**src/rtl/fha_pkg.sv**
```systemverilog
// ----------------------------------------------------------------------------
// fha_pkg
// Shared types and constants for the frame heap allocator.
// ----------------------------------------------------------------------------
package fha_pkg;

	localparam int unsigned FRAME_DEPTH_DEF = 16;
	localparam logic [31:0] ROOT_TAG = 32'h1111_1111;
	localparam logic [31:0] RECORD_BYTES = 32'd16;
	localparam logic [3:0] RECORD_ALIGN_LOG2 = 4'd2;
	localparam logic [31:0] HEAP_LENGTH_RST = 32'd65536;

	typedef enum logic [2:0] {
		OP_ALLOC = 3'd0,
		OP_FREE = 3'd1,
		OP_RESIZE = 3'd2,
		OP_TRIM = 3'd3,
		OP_LARGEST = 3'd4,
		OP_PUSH = 3'd5,
		OP_POP = 3'd6,
		OP_NONE = 3'd7
	} op_t;

	typedef enum logic [3:0] {
		ST_IDLE,
		ST_EXEC,
		ST_CHECK,
		ST_COMMIT,
		ST_RD,
		ST_CMP,
		ST_DONE
	} state_t;

	// ALU operation selects
	typedef enum logic [1:0] {
		ALU_ADD,
		ALU_SUB,
		ALU_AND
	} alu_op_t;

	localparam logic REG_HEAP_BASE = 1'b0;
	localparam logic REG_HEAP_LENGTH = 1'b1;

	function automatic logic [32:0] mask33(input logic [3:0] lg);
		logic [32:0] m;
		m = (33'd1 << lg) - 33'd1;
		return m;
	endfunction

endpackage

```
**src/rtl/frame_heap_allocator.sv**
```systemverilog
// ----------------------------------------------------------------------------
// frame_heap_allocator
// Double-ended bump allocator with a tagged frame stack.
// ----------------------------------------------------------------------------
// channel  direction  handshake           payload
// command  in         start & !busy       operation..tag
// result   out        done (one cycle)    value, ok
// config   in         cfg_valid&cfg_ready cfg_index, cfg_data
//
// Busy from the command being taken through ST_EXEC, ST_CHECK, ST_COMMIT and
// ST_DONE (a pop that needs no search: ST_EXEC, ST_CMP, ST_DONE); done is
// registered from ST_DONE, so the result word is strobed as busy falls. Pop
// with a tag walks the frame memory one entry at a time via ST_RD and ST_CMP.
// Reset and any config write re-initialize the heap marks; frame memory has
// no reset. The receiver cannot stall: done is a single-cycle strobe.
module frame_heap_allocator
	import fha_pkg::*;
#(
	parameter int unsigned FRAME_DEPTH = FRAME_DEPTH_DEF
) (
	input  logic        clk,
	input  logic        arst_n,
	input  logic        start,
	output logic        busy,
	input  logic [2:0]  operation,
	input  logic [31:0] size,
	input  logic [3:0]  align_log2,
	input  logic        from_top,
	input  logic [31:0] address,
	input  logic        free_head,
	input  logic        free_tail,
	input  logic [31:0] tag,
	output logic        done,
	output logic [31:0] value,
	output logic        ok,
	input  logic        cfg_valid,
	output logic        cfg_ready,
	input  logic        cfg_index,
	input  logic [31:0] cfg_data
);
	localparam int unsigned IW = (FRAME_DEPTH > 1) ? $clog2(FRAME_DEPTH) : 1;
	localparam int unsigned CW = $clog2(FRAME_DEPTH + 1);
	localparam logic [CW-1:0] DEPTH_C = CW'(FRAME_DEPTH);

	state_t state_q, state_d;

	logic [31:0] base_q, length_q;
	logic [31:0] top_q, bot_q, ftag_q, lim_q, live_q;
	logic [CW-1:0] cnt_q, idx_q;

	op_t op_q;
	logic [31:0] size_q, addr_q, tag_q;
	logic [3:0] lg_q;
	logic ftop_q, fhead_q, ftail_q;
	logic [33:0] r1_q, r2_q;

	logic [31:0] mem_tag [FRAME_DEPTH];
	logic [31:0] mem_top [FRAME_DEPTH];
	logic [31:0] mem_bot [FRAME_DEPTH];
	logic [31:0] rd_tag_q, rd_top_q, rd_bot_q;

	logic mem_we;
	logic [IW-1:0] wr_idx, rd_idx;
	logic rd_en;

	alu_op_t alu_op;
	logic [32:0] alu_a, alu_b;
	logic [33:0] alu_y;

	fha_alu u_alu (.op(alu_op), .a(alu_a), .b(alu_b), .y(alu_y));

	logic cfg_wr;
	assign cfg_ready = (state_q == ST_IDLE) && !start;
	assign cfg_wr = cfg_valid && cfg_ready;
	assign busy = (state_q != ST_IDLE);

	logic [32:0] m33;
	logic [3:0] lg_eff;
	assign lg_eff = (op_q == OP_PUSH) ? RECORD_ALIGN_LOG2 : lg_q;
	assign m33 = mask33(lg_eff);
	logic [31:0] gap;
	assign gap = top_q - bot_q;
	logic [31:0] asz;
	assign asz = (op_q == OP_PUSH) ? RECORD_BYTES : size_q;

	// Phase 1 (ST_EXEC): padded = size + mask (33 bits), or resize diff, etc.
	// Phase 2 (ST_CHECK) and phase 3 (ST_COMMIT): second and third ALU passes.
	always_comb begin
		alu_op = ALU_ADD;
		alu_a = '0;
		alu_b = '0;
		unique case (state_q)
			ST_EXEC: begin
				unique case (op_q)
					OP_ALLOC, OP_PUSH: begin
						alu_a = {1'b0, asz};
						alu_b = m33;
					end
					OP_RESIZE: begin
						alu_op = ALU_SUB;
						alu_a = {1'b0, size_q};
						alu_b = {1'b0, bot_q - addr_q};
					end
					OP_LARGEST: begin
						alu_a = {1'b0, bot_q};
						alu_b = m33;
					end
					default: ;
				endcase
			end
			ST_CHECK: begin
				unique case (op_q)
					OP_ALLOC, OP_PUSH: begin
						alu_op = ALU_AND;
						alu_a = r1_q[32:0];
						alu_b = ~m33;
					end
					OP_LARGEST: begin
						alu_op = ALU_AND;
						alu_a = r1_q[32:0];
						alu_b = ~m33;
					end
					default: ;
				endcase
			end
			ST_COMMIT: begin
				unique case (op_q)
					OP_ALLOC, OP_PUSH: begin
						alu_a = {1'b0, ftop_q ? (top_q - r2_q[31:0]) : bot_q};
						alu_b = m33;
					end
					OP_LARGEST: begin
						alu_op = ALU_SUB;
						alu_a = {1'b0, top_q} & ~m33;
						alu_b = r2_q[32:0];
					end
					default: ;
				endcase
			end
			default: ;
		endcase
	end

	// next state
	always_comb begin
		state_d = state_q;
		unique case (state_q)
			ST_IDLE: if (start) state_d = ST_EXEC;
			ST_EXEC: begin
				priority if (op_q == OP_POP) state_d = ST_CMP;
				else state_d = ST_CHECK;
			end
			ST_CHECK: state_d = ST_COMMIT;
			ST_COMMIT: state_d = ST_DONE;
			ST_RD: state_d = ST_CMP;
			ST_CMP: begin
				priority if (tag_q == '0 || tag_q == ftag_q || idx_q == '0) state_d = ST_DONE;
				else if (rd_tag_q == tag_q) state_d = ST_DONE;
				else state_d = ST_RD;
			end
			ST_DONE: state_d = ST_IDLE;
			default: state_d = ST_IDLE;
		endcase
	end

	logic pad_ok, alloc_ok;
	assign pad_ok = !r2_q[32];
	assign alloc_ok = pad_ok && (gap >= r2_q[31:0]);
	logic push_ok;
	assign push_ok = (cnt_q < DEPTH_C) && alloc_ok;

	// memory control
	always_comb begin
		mem_we = (state_q == ST_COMMIT) && (op_q == OP_PUSH) && push_ok;
		wr_idx = cnt_q[IW-1:0];
		rd_en = (state_q == ST_IDLE && start) || (state_q == ST_RD);
		if (state_q == ST_IDLE) rd_idx = cnt_q[IW-1:0] - IW'(1);
		else rd_idx = idx_q[IW-1:0] - IW'(1);
	end

	always_ff @(posedge clk) begin
		if (mem_we) begin
			mem_tag[wr_idx] <= ftag_q;
			mem_top[wr_idx] <= top_q;
			mem_bot[wr_idx] <= bot_q + r2_q[31:0];
		end
		if (rd_en) begin
			rd_tag_q <= mem_tag[rd_idx];
			rd_top_q <= mem_top[rd_idx];
			rd_bot_q <= mem_bot[rd_idx];
		end
	end

	always_ff @(posedge clk) begin
		if (state_q == ST_IDLE && start) begin
			op_q <= op_t'(operation);
			size_q <= size;
			addr_q <= address;
			tag_q <= tag;
			lg_q <= align_log2;
			ftop_q <= from_top;
			fhead_q <= free_head;
			ftail_q <= free_tail;
		end
		if (state_q == ST_EXEC) r1_q <= alu_y;
		if (state_q == ST_CHECK) r2_q <= alu_y;
		if (state_q == ST_COMMIT) r1_q <= alu_y;
	end

	logic res_ok;
	logic [31:0] res_val;

	always_ff @(posedge clk or negedge arst_n) begin
		if (!arst_n) begin
			state_q <= ST_IDLE;
			base_q <= '0;
			length_q <= HEAP_LENGTH_RST;
			top_q <= HEAP_LENGTH_RST;
			lim_q <= HEAP_LENGTH_RST;
			bot_q <= RECORD_BYTES;
			ftag_q <= ROOT_TAG;
			live_q <= HEAP_LENGTH_RST;
			cnt_q <= '0;
			idx_q <= '0;
			res_ok <= 1'b0;
			res_val <= '0;
		end else begin
			state_q <= state_d;
			if (cfg_wr) begin
				logic [31:0] nb, nl;
				nb = (cfg_index == REG_HEAP_BASE) ? cfg_data : base_q;
				nl = (cfg_index == REG_HEAP_LENGTH) ? cfg_data : length_q;
				base_q <= nb;
				length_q <= nl;
				top_q <= nb + nl;
				lim_q <= nb + nl;
				bot_q <= nb + RECORD_BYTES;
				ftag_q <= ROOT_TAG;
				live_q <= nl;
				cnt_q <= '0;
			end
			if (state_q == ST_IDLE && start) idx_q <= cnt_q;
			if (state_q == ST_EXEC) begin
				unique case (op_q)
					OP_FREE: begin
						if (ftail_q) top_q <= (cnt_q != '0) ? rd_top_q : lim_q;
						if (fhead_q) bot_q <= (cnt_q != '0) ? rd_bot_q : base_q + RECORD_BYTES;
						res_val <= '0;
						res_ok <= 1'b1;
					end
					OP_TRIM: begin
						if (top_q == lim_q) begin
							live_q <= bot_q - base_q;
							res_val <= bot_q - base_q;
							lim_q <= bot_q;
							top_q <= bot_q;
						end else res_val <= live_q;
						res_ok <= 1'b1;
					end
					default: begin
						res_ok <= 1'b0;
						res_val <= '0;
					end
				endcase
			end
			if (state_q == ST_CHECK && op_q == OP_RESIZE) begin
				if (addr_q <= bot_q && addr_q >= base_q + RECORD_BYTES &&
					(r1_q[33] || r1_q[31:0] == '0 || r1_q[31:0] <= gap)) begin
					bot_q <= addr_q + size_q;
					res_val <= size_q;
					res_ok <= 1'b1;
				end
			end
			if (state_q == ST_COMMIT) begin
				unique case (op_q)
					OP_ALLOC: if (alloc_ok) begin
						if (ftop_q) top_q <= top_q - r2_q[31:0];
						else bot_q <= bot_q + r2_q[31:0];
						res_val <= alu_y[31:0] & ~m33[31:0];
						res_ok <= 1'b1;
					end
					OP_PUSH: if (push_ok) begin
						bot_q <= bot_q + r2_q[31:0];
						cnt_q <= cnt_q + CW'(1);
						ftag_q <= tag_q;
						res_ok <= 1'b1;
					end
					OP_LARGEST: begin
						res_val <= alu_y[33] || alu_y[32:0] == '0 ? '0 : alu_y[31:0];
						res_ok <= 1'b1;
					end
					default: ;
				endcase
			end
			if (state_q == ST_CMP) begin
				if (tag_q == '0) begin
					if (cnt_q != '0) begin
						cnt_q <= cnt_q - CW'(1);
						ftag_q <= rd_tag_q;
						top_q <= rd_top_q;
						bot_q <= rd_bot_q;
						res_ok <= 1'b1;
					end else res_ok <= 1'b0;
					res_val <= '0;
				end else if (tag_q == ftag_q) begin
					res_ok <= 1'b1;
					res_val <= '0;
				end else if (idx_q == '0) begin
					res_ok <= 1'b0;
					res_val <= '0;
				end else if (rd_tag_q == tag_q) begin
					cnt_q <= idx_q - CW'(1);
					ftag_q <= rd_tag_q;
					top_q <= rd_top_q;
					bot_q <= rd_bot_q;
					res_ok <= 1'b1;
					res_val <= '0;
				end else begin
					idx_q <= idx_q - CW'(1);
				end
			end
		end
	end

	// In ST_CMP the read data holds entry idx_q-1; the first one is fetched
	// when the command is taken, ST_RD fetches the next one down.
	always_ff @(posedge clk or negedge arst_n) begin
		if (!arst_n) begin
			done <= 1'b0;
		end else begin
			done <= (state_q == ST_DONE);
		end
	end

	assign value = res_val;
	assign ok = res_ok;

	property p_done_one;
		@(posedge clk) disable iff (!arst_n) done |=> !done;
	endproperty
	assert property (p_done_one) else $error("done longer than one cycle");

	property p_cnt_range;
		@(posedge clk) disable iff (!arst_n) cnt_q <= DEPTH_C;
	endproperty
	assert property (p_cnt_range) else $error("frame count overflow");

	property p_busy_start;
		@(posedge clk) disable iff (!arst_n) (start && !busy) |=> busy;
	endproperty
	assert property (p_busy_start) else $error("command not taken");
endmodule

```
**src/rtl/fha_alu.sv**
```systemverilog
// ----------------------------------------------------------------------------
// fha_alu
// Shared 33-bit add / subtract / mask unit used by the sequencer.
// ----------------------------------------------------------------------------
module fha_alu
	import fha_pkg::*;
(
	input  alu_op_t     op,
	input  logic [32:0] a,
	input  logic [32:0] b,
	output logic [33:0] y
);
	always_comb begin
		unique case (op)
			ALU_ADD: y = {1'b0, a} + {1'b0, b};
			ALU_SUB: y = {1'b0, a} - {1'b0, b};
			ALU_AND: y = {1'b0, a & b};
			default: y = '0;
		endcase
	end
endmodule

```
**config.mk**
```make
export PLATFORM = sky130hd
export DESIGN_NAME = frame_heap_allocator
export DESIGN_NICKNAME = d
export VERILOG_FILES = /design/src/rtl/fha_pkg.sv /design/src/rtl/frame_heap_allocator.sv /design/src/rtl/fha_alu.sv
export SDC_FILE = /design/constraint.sdc
export NUM_CORES = 2
export LEC_CHECK = 0
export ABC_AREA = 1
export BUFFER_PORTS_ARGS = -buffer_cell sky130_fd_sc_hd__buf_2
export CAP_MARGIN = 20
export CORE_ASPECT_RATIO = 1.25
export CORE_MARGIN = 8
export CORE_UTILIZATION = 30
export DETAILED_ROUTE_END_ITERATION = 8
export PLACE_DENSITY_LB_ADDON = 0.3
export SYNTH_ARGS = -nofsm -noshare
export SYNTH_HDL_FRONTEND = slang
export SYNTH_SLANG_ARGS = --single-unit
```
**constraint.sdc**
```tcl
create_clock -name clk -period 9.7 [get_ports clk]
set_input_delay 0.485 -clock clk [delete_from_list [all_inputs] [get_ports clk]]
set_output_delay 0.485 -clock clk [all_outputs]
set_load 0.01 [all_outputs]
```
==> reports/metrics.csv <==
stage,metric,value,unit
die,start_util,30.1,%
cts,cts.sinks,2076,
route,dr.pass1.iters,6,
grt,antenna_found_initial,43,
synth,ys_seq_area_share,56.7,%
die,die_w,552,um
cts,cts_buffers,231,
synth,yosys.cell_count.top_type,edfxtp_1,
timing,finalSetupViolCount,0,
cells_and_area,drive_gt1_share,8.14,%
timing,finalClockSkew,0.0914,ns
synth,synth_cell_types,68,
synth,async_reset_ff_share,13.1,%
cells_and_area,area_growth,14.4,%
synth,synth.largest_area_cell,edfxtp_1,
synth,synth_top_flop_cell,edfxtp_1,
grt,grt_pass1_wl,656000,um
die,die_area,0.378,mm^2
critical_path,critPathKind,register to register,
cts,cts_resized,0,
critical_path,worstPathArrival,9.15,ns
cts,cts_tree,built,
critical_path,slowest_delay,0.68,ns
synth,netlist_instances,11200,
timing,period_share,86.4,%
die,rows,246,
synth,syn_area,0.108,mm^2
placement,dp_hpwl,328000,um
timing,setup-tns-final,0,ns
cts,cts.path.max_buffers,4,
critical_path,endpoint_kind,register,
route,routed_wl,470000,um
synth,yosysTopAreaCellShare,50.4,%
critical_path,crit_required,10.47,ns
critical_path,crit_path_frequent_cell,nand2_1,
critical_path,critPathSlowestCell,dfrtp_1,
synth,syn_nets,11800,
timing,min_period,8.38,ns
outcome,status,"complete, no violations",
placement,place_congestion,1.05,
timing,fmax,0.119,GHz
timing,hold_viol,0,
grt,grt_overflow,0,
cts,clk_pin_slew,0.06,ns
route,routedWlPerCell,28.8,um
route,drc,0,
die,core_area,0.358,mm^2
route,routed_via_density,5.56,
grt,first_global_vias,86600,
synth,synth_area_per_cell,9.56,um^2
grt,grt_max_degree,212,
min_path,hold_path.class,primary input to register,
placement,io_buffer_count,178,
route,drtAntennaViolNets,0,
synth,synth_edf_count,1805,
critical_path,critPathLaunchType,register,
grt,grt_use_total,23.9,%
die,die_y,686,um
route,vias,90800,
route,drt-initial-drc-count,10700,
flow_run,maxCapViolCount,0,
cts,postCtsSetupBuffers,0,
cts,hold_buffers,107,
synth,ys_warn_count,0,
synth,synth_area_leaders,"edfxtp_1, o21ai_0, nand2_1, dfrtp_1, nor2_1",
timing,rsz0062_at_grt,false,
timing,worstMarginPinSlew,1.25,ns
timing,max-slew-margin-rel,16.9,%
cts,clock_latency,0.92,ns
cts,ctsRootBufferMaster,clkbuf_16,
timing,slew_violations,0,
cells_and_area,fillCellCount,36500,
die,pin_count,179,
synth,ys_ff_latch,2076,
critical_path,crit_fanout,39,
cts,htreeDepth,4,
synth,synth_common_cells,"edfxtp_1, nand2_1, o21ai_0",
cells_and_area,final_nets,11900,
metrics by stage:
stage	setup WS (ns)	cell area, um^2	utilization [%]	hold slack (ns)	std cells
after floorplan	0.798	108000	-	0.189	11200
after CTS	1.60	123000	34.4	0.0729	16300
after detailed placement	1.61	114000	32.0	0.486	15800
final	1.32	123000	34.4	0.109	16300
after global placement	1.62	114000	32.0	0.484	15800
after global routing	0.933	123000	34.4	0.137	16300
routing by layer:
| metal | up-vias | share of wire, % | global-route usage, % | routed length (um) |
|---|---|---|---|---|
| li1 | 40400 | - | - | - |
| met1 | 45100 | 40 | 30.5 | 186000 |
| met2 | 4246 | 46 | 38.4 | 214000 |
| met3 | 1053 | 7.7 | 3.90 | 36200 |
| met4 | 14 | 7.2 | 13.9 | 33800 |
| met5 | - | 0.019 | 0 | 88 |
cell usage in the layout, fill, tap and decap left out, types with 24 or more instances in the layout:
master | synthesis | layout
buf_2 | 33 | 177
nand4_1 | 107 | 107
o22ai_1 | 207 | 207
buf_4 | 2 | 185
ha_1 | 360 | 359
o221ai_1 | 226 | 226
nor3_1 | 82 | 81
dlygate4sd3_1 | 0 | 107
xnor2_1 | 92 | 89
a22oi_1 | 28 | 28
clkbuf_1 | 461 | 43
clkinv_2 | 0 | 55
o21ai_0 | 1550 | 1547
o21bai_1 | 24 | 24
inv_1 | 840 | 833
a31oi_1 | 66 | 66
a21oi_1 | 649 | 648
o211ai_1 | 112 | 112
o21ai_1 | 32 | 31
nand2_1 | 1736 | 1730
xor2_1 | 111 | 103
dfrtp_1 | 258 | 258
nand3_2 | 38 | 41
nor4_1 | 53 | 51
edfxtp_1 | 1805 | 1805
nand3_1 | 532 | 528
clkinv_1 | 9 | 48
o21a_1 | 24 | 24
or2_2 | 45 | 45
nor2_1 | 1465 | 1445
clkbuf_16 | 0 | 233
critical path, delay by kind of cell, from the launching register on:
kind            cells  cell delay, ns
simple gates       18            2.67
buf+inv             7            1.67
flops               1            0.68
fa+ha+maj           2            0.65
xor+xnor            1            0.30
compound gates      6            2.27
sequential cells by signal, summed over array words and instances, names as in the netlist, 33 cells and up:
register	flops
mem_bot	512
mem_top	512
r1_q	34
mem_tag	512
r2_q	33
cell families (layout without fill, tap and decap cells):
logic type | after synthesis | in the layout | synth area share [%]
compound gates | 3050 | 3050 | 16.1
xor+xnor | 203 | 203 | 1.65
fa+ha+maj | 368 | 368 | 4.34
buf+inv | 1418 | 1786 | 5.06
flops | 2076 | 2076 | 56.7
mux | 2 | 2 | 0.0186
other cells | 0 | 15 | 0
simple gates | 4131 | 4131 | 16.1
area by class of cell:
cell class                 count  area (um^2)  area share, %
antenna                       15         37.5         0.0305
clock buffer                 284         6100           4.96
clock inverter               143         1390           1.13
inverter                     866         3280           2.67
multi-input combinational   7754        41500           33.7
sequential                  2076        61000           49.6
tap                         4712         5900           4.79
timing repair buffer         493         3810           3.10
worst paths after layout:
kind / start / end / slack, ns / depth (start not counted)
min in group asynchronous: arst_n / lim_q[25] / 0.28 / 2
max: bot_q[1] / bot_q[24] / 1.32 / 34
min reg2reg: length_q[16] / length_q[16] / 0.50 / 2
min: cfg_data[31] / base_q[31] / 0.11 / 5
max in group asynchronous: arst_n / base_q[15] / 7.10 / 4
max reg2reg: bot_q[1] / bot_q[24] / 1.32 / 34
Power is not shown: default switching activity piles up to over one toggle a cycle in this logic, so the estimate is an artifact.
